`config.mk`:
```
export PLATFORM = sky130hd
export DESIGN_NAME = key_value_table_unit_flat
export DESIGN_NICKNAME = d
export VERILOG_FILES = /design/src/hdl/kvt_pkg.sv /design/src/hdl/kvt_if.sv /design/src/hdl/kvt_cell.sv /design/src/hdl/kvt_ctrl.sv /design/src/hdl/key_value_table_unit.sv /design/src/flat_wrapper.sv
export VERILOG_INCLUDE_DIRS = /design/src /design/src/hdl
export SDC_FILE = /design/constraint.sdc
export NUM_CORES = 2
export LEC_CHECK = 0
export BUFFER_PORTS_ARGS = -buffer_cell sky130_fd_sc_hd__buf_2
export CAP_MARGIN = 10
export CELL_PAD_IN_SITES_DETAIL_PLACEMENT = 0
export CELL_PAD_IN_SITES_GLOBAL_PLACEMENT = 1
export CORE_UTILIZATION = 45
export DETAILED_ROUTE_END_ITERATION = 16
export PLACE_DENSITY_LB_ADDON = 0.08
export SYNTH_ARGS = -nofsm -noshare
export SYNTH_HDL_FRONTEND = slang
export SYNTH_SLANG_ARGS = --single-unit
export TNS_END_PERCENT = 5
```
`constraint.sdc`:
```
create_clock -name clock -period 6.3 [get_ports clock]
set_input_delay 1.26 -clock clock [delete_from_list [all_inputs] [get_ports clock]]
set_output_delay 1.26 -clock clock [all_outputs]
set_load 0.01 [all_outputs]
```
`src/hdl/key_value_table_unit_assert.svh`:
```
// Assertion macros for the key-value table.
`ifndef KEY_VALUE_TABLE_UNIT_ASSERT_SVH
`define KEY_VALUE_TABLE_UNIT_ASSERT_SVH

`ifndef SYNTHESIS

// Consequent must hold in the same cycle as the antecedent.
`define KVT_ASSERT_SAME(label, clk, rst, ante, cons) \
   label: assert property (@(posedge clk) disable iff (rst) (ante) |-> (cons)) \
      else $error("same-cycle check failed");

// Consequent must hold in the cycle after the antecedent.
`define KVT_ASSERT_NEXT(label, clk, rst, ante, cons) \
   label: assert property (@(posedge clk) disable iff (rst) (ante) |=> (cons)) \
      else $error("next-cycle check failed");

`else

`define KVT_ASSERT_SAME(label, clk, rst, ante, cons)
`define KVT_ASSERT_NEXT(label, clk, rst, ante, cons)

`endif

`endif

```
`src/hdl/kvt_pkg.sv`:
```
`timescale 1ns / 1ps
`default_nettype none

package kvt_pkg;

   localparam int ENTRIES_DEFAULT = 8;

   localparam logic [1:0] MODE_INSERT = 2'd0;
   localparam logic [1:0] MODE_REMOVE = 2'd1;
   localparam logic [1:0] MODE_LOOKUP = 2'd2;

   localparam logic [2:0] STATUS_OK    = 3'd0;
   localparam logic [2:0] STATUS_FULL  = 3'd1;
   localparam logic [2:0] STATUS_DUP   = 3'd2;
   localparam logic [2:0] STATUS_MISS  = 3'd3;
   localparam logic [2:0] STATUS_EMPTY = 3'd4;

   typedef enum logic [1:0] {
      ST_IDLE,
      ST_SEARCH,
      ST_RESP
   } kvt_state_type;

   // Search token that walks the cell chain, one cell per cycle.
   typedef struct packed {
      logic        hit;
      logic [31:0] key;
      logic [31:0] value;
      logic [31:0] last_key;
      logic [31:0] last_value;
   } kvt_tok_type;

   // Write-back command broadcast to all cells.
   typedef struct packed {
      logic        ins;
      logic        rem;
      logic [31:0] key;
      logic [31:0] value;
   } kvt_wr_type;

endpackage

`default_nettype wire

```
`src/hdl/kvt_if.sv`:
```
`timescale 1ns / 1ps
`default_nettype none

interface kvt_req_if;
   logic               valid;
   logic               ready;
   logic [1:0]         mode;
   logic signed [31:0] key;
   logic [31:0]        value;

   modport source (output valid, output mode, output key, output value, input ready);
   modport sink (input valid, input mode, input key, input value, output ready);
endinterface

interface kvt_rsp_if;
   logic        valid;
   logic        ready;
   logic [2:0]  status;
   logic        found;
   logic [31:0] read_value;
   logic [3:0]  fill_count;
   logic        is_full;
   logic        is_empty;

   modport source (output valid, output status, output found, output read_value,
                   output fill_count, output is_full, output is_empty, input ready);
   modport sink (input valid, input status, input found, input read_value,
                 input fill_count, input is_full, input is_empty, output ready);
endinterface

`default_nettype wire

```
`src/hdl/kvt_cell.sv`:
```
`timescale 1ns / 1ps
`default_nettype none

module kvt_cell #(
   parameter int INDEX = 0,
   parameter int CNT_W = 4
) (
   input  wire logic                 clock,
   input  wire logic                 reset,
   input  wire logic [CNT_W-1:0]     count,
   input  wire logic                 prev_valid,
   input  wire kvt_pkg::kvt_tok_type prev_tok,
   output logic                      next_valid,
   output kvt_pkg::kvt_tok_type      next_tok,
   input  wire kvt_pkg::kvt_wr_type  wr
);

   logic                 valid_ff;
   kvt_pkg::kvt_tok_type tok_ff;
   kvt_pkg::kvt_tok_type tok_in;
   logic                 sel_ff;
   logic                 sel_in;
   logic [31:0]          key_ff;
   logic [31:0]          key_in;
   logic [31:0]          val_ff;
   logic [31:0]          val_in;
   logic                 occupied;
   logic                 is_last;
   logic                 match;

   assign occupied = count > CNT_W'(INDEX);
   assign is_last  = count == CNT_W'(INDEX + 1);
   assign match    = occupied && !prev_tok.hit && (key_ff == prev_tok.key);

   always_comb begin
      tok_in = prev_tok;
      if (match) begin
         tok_in.hit   = 1'b1;
         tok_in.value = val_ff;
      end
      // The cell holding the newest pair hands it along for a remove.
      if (is_last) begin
         tok_in.last_key   = key_ff;
         tok_in.last_value = val_ff;
      end
   end

   always_comb begin
      sel_in = sel_ff;
      if (prev_valid) begin
         sel_in = match;
      end
   end

   always_comb begin
      key_in = key_ff;
      val_in = val_ff;
      if ((wr.ins && (count == CNT_W'(INDEX))) || (wr.rem && sel_ff)) begin
         key_in = wr.key;
         val_in = wr.value;
      end
   end

   always_ff @(posedge clock) begin
      if (reset) begin
         valid_ff <= 1'b0;
         sel_ff   <= 1'b0;
      end else begin
         valid_ff <= prev_valid;
         sel_ff   <= sel_in;
      end
   end

   always_ff @(posedge clock) begin
      tok_ff <= tok_in;
      key_ff <= key_in;
      val_ff <= val_in;
   end

   assign next_valid = valid_ff;
   assign next_tok   = tok_ff;

endmodule

`default_nettype wire

```
`src/hdl/kvt_ctrl.sv`:
```
`timescale 1ns / 1ps
`default_nettype none

module kvt_ctrl #(
   parameter int ENTRIES = kvt_pkg::ENTRIES_DEFAULT,
   parameter int CNT_W   = $clog2(ENTRIES + 1)
) (
   input  wire logic                 clock,
   input  wire logic                 reset,
   kvt_req_if.sink                   req_if,
   kvt_rsp_if.source                 rsp_if,
   output logic                      launch_valid,
   output kvt_pkg::kvt_tok_type      launch_tok,
   input  wire logic                 done_valid,
   input  wire kvt_pkg::kvt_tok_type done_tok,
   output kvt_pkg::kvt_wr_type       wr,
   output logic [CNT_W-1:0]          count
);

   kvt_pkg::kvt_state_type state_ff;
   kvt_pkg::kvt_state_type state_in;
   logic [CNT_W-1:0]       count_ff;
   logic [CNT_W-1:0]       count_in;
   logic [1:0]             mode_ff;
   logic [1:0]             mode_in;
   logic [31:0]            value_ff;
   logic [31:0]            value_in;
   logic [2:0]             status_ff;
   logic [2:0]             status_in;
   logic                   found_ff;
   logic                   found_in;
   logic [31:0]            rval_ff;
   logic [31:0]            rval_in;
   logic                   accept;
   logic                   full;
   logic                   empty;

   assign full  = count_ff == CNT_W'(ENTRIES);
   assign empty = count_ff == '0;

   // Next state.
   always_comb begin
      state_in = state_ff;
      case (state_ff)
         kvt_pkg::ST_IDLE: begin
            if (req_if.valid) begin
               state_in = kvt_pkg::ST_SEARCH;
            end
         end
         kvt_pkg::ST_SEARCH: begin
            if (done_valid) begin
               state_in = kvt_pkg::ST_RESP;
            end
         end
         kvt_pkg::ST_RESP: begin
            if (rsp_if.ready) begin
               state_in = kvt_pkg::ST_IDLE;
            end
         end
         default: begin
            state_in = kvt_pkg::ST_IDLE;
         end
      endcase
   end

   // Handshake outputs.
   always_comb begin
      req_if.ready = 1'b0;
      rsp_if.valid = 1'b0;
      case (state_ff)
         kvt_pkg::ST_IDLE: begin
            req_if.ready = 1'b1;
         end
         kvt_pkg::ST_RESP: begin
            rsp_if.valid = 1'b1;
         end
         default: begin
            req_if.ready = 1'b0;
            rsp_if.valid = 1'b0;
         end
      endcase
   end

   assign accept       = req_if.valid && req_if.ready;
   assign launch_valid = accept;

   always_comb begin
      launch_tok            = '0;
      launch_tok.key        = req_if.key;
   end

   always_comb begin
      mode_in  = mode_ff;
      value_in = value_ff;
      if (accept) begin
         mode_in  = req_if.mode;
         value_in = req_if.value;
      end
   end

   // Decision and write-back once the token leaves the last cell.
   always_comb begin
      count_in  = count_ff;
      status_in = status_ff;
      found_in  = found_ff;
      rval_in   = rval_ff;
      wr        = '0;
      wr.key    = done_tok.key;
      wr.value  = value_ff;
      if ((state_ff == kvt_pkg::ST_SEARCH) && done_valid) begin
         status_in = kvt_pkg::STATUS_OK;
         found_in  = 1'b0;
         rval_in   = '0;
         case (mode_ff)
            kvt_pkg::MODE_INSERT: begin
               found_in = done_tok.hit;
               if (full) begin
                  status_in = kvt_pkg::STATUS_FULL;
               end else if (done_tok.hit) begin
                  status_in = kvt_pkg::STATUS_DUP;
               end else begin
                  wr.ins   = 1'b1;
                  count_in = count_ff + CNT_W'(1);
               end
            end
            kvt_pkg::MODE_REMOVE: begin
               if (empty) begin
                  status_in = kvt_pkg::STATUS_EMPTY;
               end else if (!done_tok.hit) begin
                  status_in = kvt_pkg::STATUS_MISS;
               end else begin
                  found_in = 1'b1;
                  wr.rem   = 1'b1;
                  wr.key   = done_tok.last_key;
                  wr.value = done_tok.last_value;
                  count_in = count_ff - CNT_W'(1);
               end
            end
            kvt_pkg::MODE_LOOKUP: begin
               if (empty) begin
                  status_in = kvt_pkg::STATUS_EMPTY;
               end else if (!done_tok.hit) begin
                  status_in = kvt_pkg::STATUS_MISS;
               end else begin
                  found_in = 1'b1;
                  rval_in  = done_tok.value;
               end
            end
            default: begin
               status_in = kvt_pkg::STATUS_OK;
            end
         endcase
      end
   end

   always_ff @(posedge clock) begin
      if (reset) begin
         state_ff <= kvt_pkg::ST_IDLE;
         count_ff <= '0;
      end else begin
         state_ff <= state_in;
         count_ff <= count_in;
      end
   end

   always_ff @(posedge clock) begin
      mode_ff   <= mode_in;
      value_ff  <= value_in;
      status_ff <= status_in;
      found_ff  <= found_in;
      rval_ff   <= rval_in;
   end

   assign rsp_if.status     = status_ff;
   assign rsp_if.found      = found_ff;
   assign rsp_if.read_value = rval_ff;
   assign rsp_if.fill_count = 4'(count_ff);
   assign rsp_if.is_full    = full;
   assign rsp_if.is_empty   = empty;
   assign count             = count_ff;

endmodule

`default_nettype wire

```
`src/hdl/key_value_table_unit.sv`:
```
`timescale 1ns / 1ps
`default_nettype none
// Channel   Interface    Role    Beat contents
// req_if    kvt_req_if   sink    mode, key, value
// rsp_if    kvt_rsp_if   source  status, found, read_value, fill_count, is_full, is_empty
//
// From one accept to the next, with rsp_if.ready high, the search token crosses the cell
// chain (the first cell compares in the accept cycle), the decision and write-back are made,
// and the response beat goes out.
// Reset is synchronous and active high; it empties the table (stored pairs are not cleared).
// A stalled response holds its beat, and no new request is taken until it has gone out.

`include "key_value_table_unit_assert.svh"

module key_value_table_unit #(
   parameter int ENTRIES = kvt_pkg::ENTRIES_DEFAULT
) (
   input wire logic  clock,
   input wire logic  reset,
   kvt_req_if.sink   req_if,
   kvt_rsp_if.source rsp_if
);

   localparam int CNT_W = $clog2(ENTRIES + 1);

   logic                 tok_valid [0:ENTRIES];
   kvt_pkg::kvt_tok_type tok       [0:ENTRIES];
   kvt_pkg::kvt_wr_type  wr;
   logic [CNT_W-1:0]     count;

   kvt_ctrl #(
      .ENTRIES (ENTRIES),
      .CNT_W   (CNT_W)
   ) u_ctrl (
      .clock        (clock),
      .reset        (reset),
      .req_if       (req_if),
      .rsp_if       (rsp_if),
      .launch_valid (tok_valid[0]),
      .launch_tok   (tok[0]),
      .done_valid   (tok_valid[ENTRIES]),
      .done_tok     (tok[ENTRIES]),
      .wr           (wr),
      .count        (count)
   );

   for (genvar i = 0; i < ENTRIES; i++) begin : g_cell
      kvt_cell #(
         .INDEX (i),
         .CNT_W (CNT_W)
      ) u_cell (
         .clock      (clock),
         .reset      (reset),
         .count      (count),
         .prev_valid (tok_valid[i]),
         .prev_tok   (tok[i]),
         .next_valid (tok_valid[i + 1]),
         .next_tok   (tok[i + 1]),
         .wr         (wr)
      );
   end

   `KVT_ASSERT_SAME(a_one_side_busy, clock, reset, req_if.ready, !rsp_if.valid)
   `KVT_ASSERT_SAME(a_count_bound, clock, reset, 1'b1, count <= CNT_W'(ENTRIES))
   `KVT_ASSERT_NEXT(a_busy_after_accept, clock, reset, req_if.valid && req_if.ready,
                    !req_if.ready)
   `KVT_ASSERT_SAME(a_done_while_busy, clock, reset, tok_valid[ENTRIES],
                    !req_if.ready && !rsp_if.valid)

endmodule

`default_nettype wire

```
`src/flat_wrapper.sv`:
```
// flat-port wrapper written by rule: the top's interface ports become plain ports
module key_value_table_unit_flat 
#(
   parameter int ENTRIES = kvt_pkg::ENTRIES_DEFAULT
)
  (clock, reset, req_if_valid, req_if_mode, req_if_key, req_if_value, req_if_ready, rsp_if_valid, rsp_if_status, rsp_if_found, rsp_if_read_value, rsp_if_fill_count, rsp_if_is_full, rsp_if_is_empty, rsp_if_ready);
  kvt_req_if req_if_i ();
  kvt_rsp_if rsp_if_i ();
  input wire logic clock;
  input wire logic reset;
  input wire logic [$bits(req_if_i.valid)-1:0] req_if_valid;
  input wire logic [$bits(req_if_i.mode)-1:0] req_if_mode;
  input wire logic [$bits(req_if_i.key)-1:0] req_if_key;
  input wire logic [$bits(req_if_i.value)-1:0] req_if_value;
  output wire logic [$bits(req_if_i.ready)-1:0] req_if_ready;
  output wire logic [$bits(rsp_if_i.valid)-1:0] rsp_if_valid;
  output wire logic [$bits(rsp_if_i.status)-1:0] rsp_if_status;
  output wire logic [$bits(rsp_if_i.found)-1:0] rsp_if_found;
  output wire logic [$bits(rsp_if_i.read_value)-1:0] rsp_if_read_value;
  output wire logic [$bits(rsp_if_i.fill_count)-1:0] rsp_if_fill_count;
  output wire logic [$bits(rsp_if_i.is_full)-1:0] rsp_if_is_full;
  output wire logic [$bits(rsp_if_i.is_empty)-1:0] rsp_if_is_empty;
  input wire logic [$bits(rsp_if_i.ready)-1:0] rsp_if_ready;
  assign req_if_i.valid = req_if_valid;
  assign req_if_i.mode = req_if_mode;
  assign req_if_i.key = req_if_key;
  assign req_if_i.value = req_if_value;
  assign req_if_ready = req_if_i.ready;
  assign rsp_if_valid = rsp_if_i.valid;
  assign rsp_if_status = rsp_if_i.status;
  assign rsp_if_found = rsp_if_i.found;
  assign rsp_if_read_value = rsp_if_i.read_value;
  assign rsp_if_fill_count = rsp_if_i.fill_count;
  assign rsp_if_is_full = rsp_if_i.is_full;
  assign rsp_if_is_empty = rsp_if_i.is_empty;
  assign rsp_if_i.ready = rsp_if_ready;
  key_value_table_unit #(.ENTRIES(ENTRIES)) u_core (.clock(clock), .reset(reset), .req_if(req_if_i), .rsp_if(rsp_if_i));
endmodule
```
After elaboration in Yosys (flattened, before gate mapping)
Cells that the tools add are included.
{ "op_classes": {"bitwise_logic": 2, "n_mux": 41, "multipliers": 0, "n_reduce_logical": 56, "magnitude_cmp": 8, "n_addsub": 2, "div": 0, "n_eq_ne": 27, "n_shift": 0} }
{ "ops": {"columns": ["op", "n"], "rows": [
  ["$mux W64", 7],
  ["$eq A32 B32 Y1", 8],
  ["$mux W32", 7],
  ["$mux W65", 3],
  ["$mux W66", 1],
  ["$logic_and A1 B1 Y1", 33],
  ["$eq A4 B3 Y1 const B", 4],
  ["$gt A4 B3 Y1 const B", 4],
  ["$mux W4", 4],
  ["$ne A2 B2 Y1 const B", 7],
  ["$mux W2", 5],
  ["$eq A4 B2 Y1 const B", 2],
  ["$gt A4 B1 Y1 const B", 2],
  ["$gt A4 B2 Y1 const B", 2],
  ["$logic_or A1 B1 Y1", 8],
  ["$mux W1", 8],
  ["$pmux W4 S2", 1],
  ["$logic_not A1 Y1", 7],
  ["$mux W3", 2],
  ["$pmux W2 S3", 1],
  ["$pmux W3 S2", 1],
  ["$reduce_and A6 Y1", 1],
  ["$add A4 B1 Y4 const B", 1],
  ["$eq A2 B1 Y1 const B", 2],
  ["12 further kinds", 15]
]} }
{ "totals": {"rom_bits": 0, "ram_bits": 0, "n_memories": 0, "word_cells": 215, "latchBits": 0, "inputBits": 70, "ff_bits": 1636, "out_inout_bits": 44} }

Logic depth before layout (Yosys ltp)
{ "logic_depth": {"ltp_word": 6, "ltp_mapped": 10, "depth_no_buf": 8} }

Modules after synthesis
Synthesis repeated with hierarchy kept, for this count alone.
{ "hier_totals": {"cells_unflattened": 3217, "area_unflattened_um2": 54049.3} }
{ "modules_own_cells": {"columns": ["mod", "cells_per_inst", "instances", "area_per_inst_um2", "seq_area_each_um2"], "rows": [
  ["kvt_cell (u_core.g_cell[0].u_cell)", 358, 1, 6224.7, 4544.4],
  ["kvt_cell (u_core.g_cell[7].u_cell)", 355, 1, 6217.2, 4544.4],
  ["kvt_cell (u_core.g_cell[6].u_cell)", 359, 1, 6132.1, 4544.4],
  ["kvt_cell (u_core.g_cell[4].u_cell)", 353, 1, 6119.6, 4544.4],
  ["kvt_cell (u_core.g_cell[5].u_cell)", 354, 1, 6115.9, 4544.4],
  ["kvt_cell (u_core.g_cell[1].u_cell)", 352, 1, 6110.9, 4544.4],
  ["kvt_cell (u_core.g_cell[2].u_cell)", 355, 1, 6109.6, 4544.4],
  ["kvt_cell (u_core.g_cell[3].u_cell)", 354, 1, 6105.9, 4544.4],
  ["kvt_ctrl", 377, 1, 4913.5, 2222.1]
]} }

Worst setup path before layout
Ideal clock, no wire load.
{ "synth_timing": {"path_type": "register to register", "start": "register u_core.u_ctrl.count_ff[0] (netlist: u_core.u_ctrl.count[0])", "end": "register u_core.g_cell[0].u_cell.key_ff[0], enable pin", "n_path_buf": 1, "required_time_ns": 5.793, "path_slack_ns": 1.267, "setup_time_ns": 0.507, "arrival_ns": 4.526, "synth_period_minus_slack_ns": 5.033, "stages_incl_launch_ff": 8, "path_cell_list": "dfxtp_1 -> inv_1 -> ha_1 -> or3b_1 -> buf_2 -> inv_2 -> nand3b_1 -> a21oi_1"} }
{ "synth_between": {"elab_chain_len": 6} }
{ "synth_rtl": {"columns": ["item", "line", "source"], "rows": [
  ["start: declaration", "kvt_ctrl.sv:22", "logic [CNT_W-1:0] count_ff;"],
  ["start signal: assignment", "kvt_ctrl.sv:162", "count_ff <= count_in;"],
  ["$logic_not A4 Y1 *", "kvt_ctrl.sv:39", "assign empty = count_ff == '0;"],
  ["net rsp_if_is_empty", "flat_wrapper.sv:22", "output wire logic [$bits(rsp_if_i.is_empty)-1:0] rsp_if_is_empty;"],
  ["$mux W65", "kvt_ctrl.sv:127", "if (empty) begin"],
  ["$mux W65", "kvt_ctrl.sv:114", "case (mode_ff)"],
  ["$mux W66", "kvt_ctrl.sv:110", "if ((state_ff == kvt_pkg::ST_SEARCH) && done_valid) begin"],
  ["$logic_and A1 B1 Y1", "kvt_cell.sv:58", "if ((wr.ins && (count == CNT_W'(INDEX))) || (wr.rem && sel_ff)) begin"],
  ["$logic_or A1 B1 Y1 *", "kvt_cell.sv:58", null],
  ["end signal: assignment", "kvt_cell.sv:76", "key_ff <= key_in;"],
  ["end: declaration", "kvt_cell.sv:23", "logic [31:0] key_ff;"]
]} }
The timed path passes the listed nets; every way through them passes the cells marked *.
A chain may end at the register's enable or synchronous reset.

Final worst setup path
{ "layout_timing": {"start": "register u_core.u_ctrl.count_ff[0] (netlist: u_core.u_ctrl.count[0])", "end": "output port rsp_if_is_full"} }
{ "layout_between": {"elab_chain_len": 1} }
{ "layout_rtl": {"columns": ["item", "line", "source"], "rows": [
  ["$eq A4 B4 Y1", "kvt_ctrl.sv:38", "assign full = count_ff == CNT_W'(ENTRIES);"],
  ["end: declaration", "flat_wrapper.sv:21", "output wire logic [$bits(rsp_if_i.is_full)-1:0] rsp_if_is_full;"]
]} }
Every way passes these cells.

==> impl_metrics.env <==
export IMPL_vdd_ir_drop_worst_mv=0.2434
export IMPL_synth_simple_gate_area_frac=0.06313
export IMPL_cts_repair_timing_setup_buffer_count=0
export IMPL_tritoncts_num_sinks=1636
export IMPL_cts_bufs_inserted=164
export IMPL_pwr_share_comb=0.012
export IMPL_critical_path_arrival_ps=3030
export IMPL_final_design_area_no_fill_mm2=0.05995
export IMPL_cts_hold_buffers_added=0
export IMPL_library_cell_occupying_the_most_area_in_the_post_synthesis_netlist="sky130_fd_sc_hd__dfxtp_1"
export IMPL_synth_mux_area_fraction=0.1337
export IMPL_pleak_nw=24.00
export IMPL_number_of_drc_violations_after_detailed_routing_iteration_0=1535
export IMPL_stdcell_count=5207
export IMPL_dieWidth_um=342.2
export IMPL_fin_crit_sh=0.6804
export IMPL_yosysTopAreaCellShare=0.4051
export IMPL_clock_tree_htree_level_count=4
export IMPL_power_internal_mw=16.93
export IMPL_critical_path_max_fanout=36
export IMPL_cellPowerDensity_mw_per_mm2=352.3
export IMPL_wirelength_um=124600
export IMPL_finalNetCount=3631
export IMPL_drt_vias_per_instance=4.899
export IMPL_combinational_family_with_the_most_area_after_synthesis="multiplexers"
export IMPL_clock_tree_buffer_depth=3
export IMPL_grt_overflow_total=0
export IMPL_critical_path_slowest_cell="sky130_fd_sc_hd__inv_2"
export IMPL_synth_top_cells_by_area="sky130_fd_sc_hd__dfxtp_1 (41%), sky130_fd_sc_hd__edfxtp_1 (34%), sky130_fd_sc_hd__mux2_2 (12%)"
export IMPL_failing_checks="DRC"
export IMPL_hpwl_um=76060
export IMPL_share_of_the_yosys_chip_area_belonging_to_registers=0.7407
export IMPL_remaining_drc_errors=4
export IMPL_dp_cells=4899
export IMPL_drt_pass1_iter_count=13
export IMPL_die_height_um=342.2
export IMPL_p_seq_frac=0.525
export IMPL_postSynthCellCount=3354
export IMPL_grt_start_max_net_pins=69
export IMPL_wire_length_of_the_first_global_routing_pass_um=181900
export IMPL_clk_insertion_delay_late_ps=760
export IMPL_timing_hold_worst_class="flip-flop to flip-flop"
export IMPL_fin_crit_ps=4286
export IMPL_switchingPower_mw=4.189
export IMPL_boundaryPins=114
export IMPL_floorplan_die_area_mm2=0.1171
export IMPL_critical_path_startpoint="u_core.u_ctrl.count[0]"
export IMPL_synth_yosys_warnings=0
export IMPL_rsz_0062_raised_after_global_routing="false"
export IMPL_netlist_cell_type_count=61
export IMPL_postSynth_asyncResetShare=0
export IMPL_max_stage_delay_ps=800
export IMPL_synthToLayoutAreaGrowth_pct=15.10
export IMPL_placeableCoreArea_mm2=0.1145
export IMPL_clock_power_share=0.463
export IMPL_placed_area_mm2=0.05443
export IMPL_status="finished with violations"
export IMPL_number_of_max_slew_violations_in_the_final_report=0
export IMPL_cp_required_ps=5040
export IMPL_timing_worst_slew_pin_value_ps=1145
export IMPL_post_cts_resize_count=0
export IMPL_syn_mean_instance_area_um2=15.53
export IMPL_maxClockFrequency_mhz=233.3
export IMPL_synthAdderAreaFrac=0.001922
export IMPL_min_from="u_core.g_cell[6].u_cell.next_tok[113]"
export IMPL_via_count_of_the_first_global_routing_pass=27273
export IMPL_global_route_usage_sum=0.2148
export IMPL_finalHoldViolCount=0
export IMPL_tns_ps=0
export IMPL_worst_setup_path_end_kind="output port"
export IMPL_share_of_post_route_cells_with_drive_strength_above_1=0.2805
export IMPL_switching_share=0.1984
export IMPL_fin_skew_ps=20.55
export IMPL_maxCapViolCount=0
export IMPL_fin_total_pwr_mw=21.12
export IMPL_average_wire_length_per_cell_after_detail_routing_um=23.94
export IMPL_worst_r2r_startpoint="u_core.u_ctrl.count[2]"
export IMPL_criticalPathCategory="flip-flop to output port"
export IMPL_synthesized_flop_and_latch_total=1636
export IMPL_synth_ff_type="sky130_fd_sc_hd__dfxtp_1"
export IMPL_start_util=0.4549
export IMPL_cp_cell_sequence="inv_1, ha_1, nand3b_1, buf_4, inv_2, buf_2"
export IMPL_synth_xor_area_share=0.04170
export IMPL_num_rows=124
export IMPL_synth_nets=3432
export IMPL_grt_antenna_before_repair=5
export IMPL_cts_root_buf="sky130_fd_sc_hd__clkbuf_16"
export IMPL_ant_nets=0
export IMPL_area_sequential_mm2=0.03858
export IMPL_synth_compound_area_share=0.006270
export IMPL_clkTransAtPathRegs_ps=60
export IMPL_slew_limit_headroom=0.2311
export IMPL_cts_tree="built"
export IMPL_synth_enable_flop_cells=582
export IMPL_portBuffers=113
export IMPL_gp_congestion=0.8277
export IMPL_syn_cell_area_mm2=0.05208
export IMPL_via_count=25511
export IMPL_multi_input_area_mm2=0.01299
export IMPL_setup_viol=0
export IMPL_worst_setup_path_start_kind="flip-flop"
export IMPL_fill_cells=9494
[layout make-up]
| class | instances | share of cell area |
|---|---|---|
| diodes | 1 | 0.00004174 |
| clock buffers | 254 | 0.08196 |
| clock inverters | 53 | 0.01006 |
| inverters | 21 | 0.001315 |
| multi-input cells | 1581 | 0.2168 |
| flip-flops and latches | 1636 | 0.6435 |
| well taps | 1512 | 0.03156 |
| repair buffers | 149 | 0.01478 |
[path summary, 6_finish.rpt]
check | endpoint | slack [ps] | cells after the start
setup / recovery | rsp_if_is_full | 2010 | 6
hold / removal | u_core.g_cell[7].u_cell.next_tok[113] | 350 | 0
setup reg to reg | u_core.g_cell[1].u_cell.val_ff[20] | 2440 | 4
hold reg to reg | u_core.g_cell[7].u_cell.next_tok[113] | 350 | 0
[per-stage QoR]
step	worst slack [ps]	hold slack, ps	utilization
finish	2014	353.7	0.5235
global route	1823	355.3	0.5235
CTS	1934	348.3	0.5235
detailed placement	2395	354.1	0.4753
global placement	2478	345.8	0.4753
floorplan	1267	330.8	-
[registers in the layout, indices dropped and copies added (netlist names)]
register / count
u_core.g_cell.u_cell.sel_ff: 8
u_core.g_cell.u_cell.key_ff: 256
u_core.u_ctrl.state_ff: 2
u_core.u_ctrl.count: 4
u_core.u_ctrl.rsp_if.read_value: 32
u_core.u_ctrl.rsp_if.status: 3
u_core.g_cell.u_cell.next_valid: 8
u_core.u_ctrl.mode_ff: 2
u_core.g_cell.u_cell.val_ff: 256
u_core.u_ctrl.rsp_if.found: 1
u_core.u_ctrl.value_ff: 32
u_core.g_cell.u_cell.next_tok: 1032
[cell families after synthesis]
| kind of cell | Yosys count |
|---|---|
| DFF | 1636 |
| AOI/OAI and AO/OA | 44 |
| buffers and inverters | 137 |
| adders and majority gates | 8 |
| muxes | 609 |
| xor gates and xnor gates | 248 |
| and+or+nand+nor | 672 |
[worst max-delay path, delay by kind of cell, from the launching register on]
family / cells / cell delay, ps
flops: 1 / 400
simple gates: 1 / 110
buf+inv: 4 / 1510
fa+ha+maj: 1 / 230
[layout by cell type (no fill, tap or decap), types with 8 or more instances in the layout]
master / n
sky130_fd_sc_hd__nor2b_1: 8
sky130_fd_sc_hd__dfxtp_1: 1054
sky130_fd_sc_hd__and2_1: 65
sky130_fd_sc_hd__clkbuf_1: 53
sky130_fd_sc_hd__clkbuf_16: 173
sky130_fd_sc_hd__buf_4: 32
sky130_fd_sc_hd__nand4_1: 30
sky130_fd_sc_hd__edfxtp_1: 582
sky130_fd_sc_hd__nand2b_1: 11
sky130_fd_sc_hd__xor2_1: 138
sky130_fd_sc_hd__and3_1: 64
sky130_fd_sc_hd__mux2_4: 28
sky130_fd_sc_hd__clkbuf_8: 28
sky130_fd_sc_hd__buf_2: 113
sky130_fd_sc_hd__xnor2_1: 110
sky130_fd_sc_hd__nor3_1: 9
sky130_fd_sc_hd__nand2_1: 386
sky130_fd_sc_hd__clkinv_1: 12
sky130_fd_sc_hd__nand3_1: 11
sky130_fd_sc_hd__clkinv_2: 21
sky130_fd_sc_hd__bufinv_16: 11
sky130_fd_sc_hd__mux2_2: 577
sky130_fd_sc_hd__nor4_1: 32
sky130_fd_sc_hd__o21ai_0: 9
sky130_fd_sc_hd__nor2_1: 16
sky130_fd_sc_hd__inv_1: 18
[synthesized netlist by cell type, types with 3 or more instances]
master	n
sky130_fd_sc_hd__nand2_1	389
sky130_fd_sc_hd__a32o_1	4
sky130_fd_sc_hd__nand4_1	30
sky130_fd_sc_hd__edfxtp_1	582
sky130_fd_sc_hd__buf_6	12
sky130_fd_sc_hd__nor3b_1	3
sky130_fd_sc_hd__mux2_1	3
sky130_fd_sc_hd__or2_2	5
sky130_fd_sc_hd__mux2_2	577
sky130_fd_sc_hd__mux2_4	28
sky130_fd_sc_hd__xor2_1	138
sky130_fd_sc_hd__o21ai_0	9
sky130_fd_sc_hd__and3_1	66
sky130_fd_sc_hd__nor3_1	9
sky130_fd_sc_hd__dfxtp_1	1054
sky130_fd_sc_hd__buf_2	18
sky130_fd_sc_hd__clkbuf_1	68
sky130_fd_sc_hd__inv_1	19
sky130_fd_sc_hd__nor2_1	17
sky130_fd_sc_hd__nand3_1	11
sky130_fd_sc_hd__nor4_1	32
sky130_fd_sc_hd__a22o_1	7
sky130_fd_sc_hd__nand3b_1	5
sky130_fd_sc_hd__o22ai_1	3
sky130_fd_sc_hd__buf_4	8
sky130_fd_sc_hd__nor4_4	3
sky130_fd_sc_hd__nor2b_1	8
sky130_fd_sc_hd__buf_1	10
sky130_fd_sc_hd__a21oi_1	8
sky130_fd_sc_hd__and2_1	67
sky130_fd_sc_hd__xnor2_1	110
sky130_fd_sc_hd__nand2b_1	11
sky130_fd_sc_hd__ha_1	8
[metal layers]
metal / routed length (µm) / vias up / share of wire / global-route usage
li1: - / 12095 / - / -
met1: 53880 / 12673 / 0.43 / 0.2719
met2: 62110 / 534 / 0.50 / 0.3716
met3: 4611 / 209 / 0.037 / 0.03179
met4: 4029 / 0 / 0.032 / 0.07952
met5: 0 / - / 0 / 0
[power by group through the flow]
| stage | logic [mW] | registers (mW) | clock network (mW) |
|---|---|---|---|
| finish | 0.248 | 11.1 | 9.78 |
| global route | 0.269 | 11.1 | 10.4 |
| CTS | 0.257 | 11.1 | 9.98 |
| detailed placement | 0.255 | 11.3 | 0 |
| global placement | 0.250 | 11.3 | 0 |
| floorplan | 0.119 | 11.3 | 0 |
No activity file was read; power rests on OpenSTA's default activity.
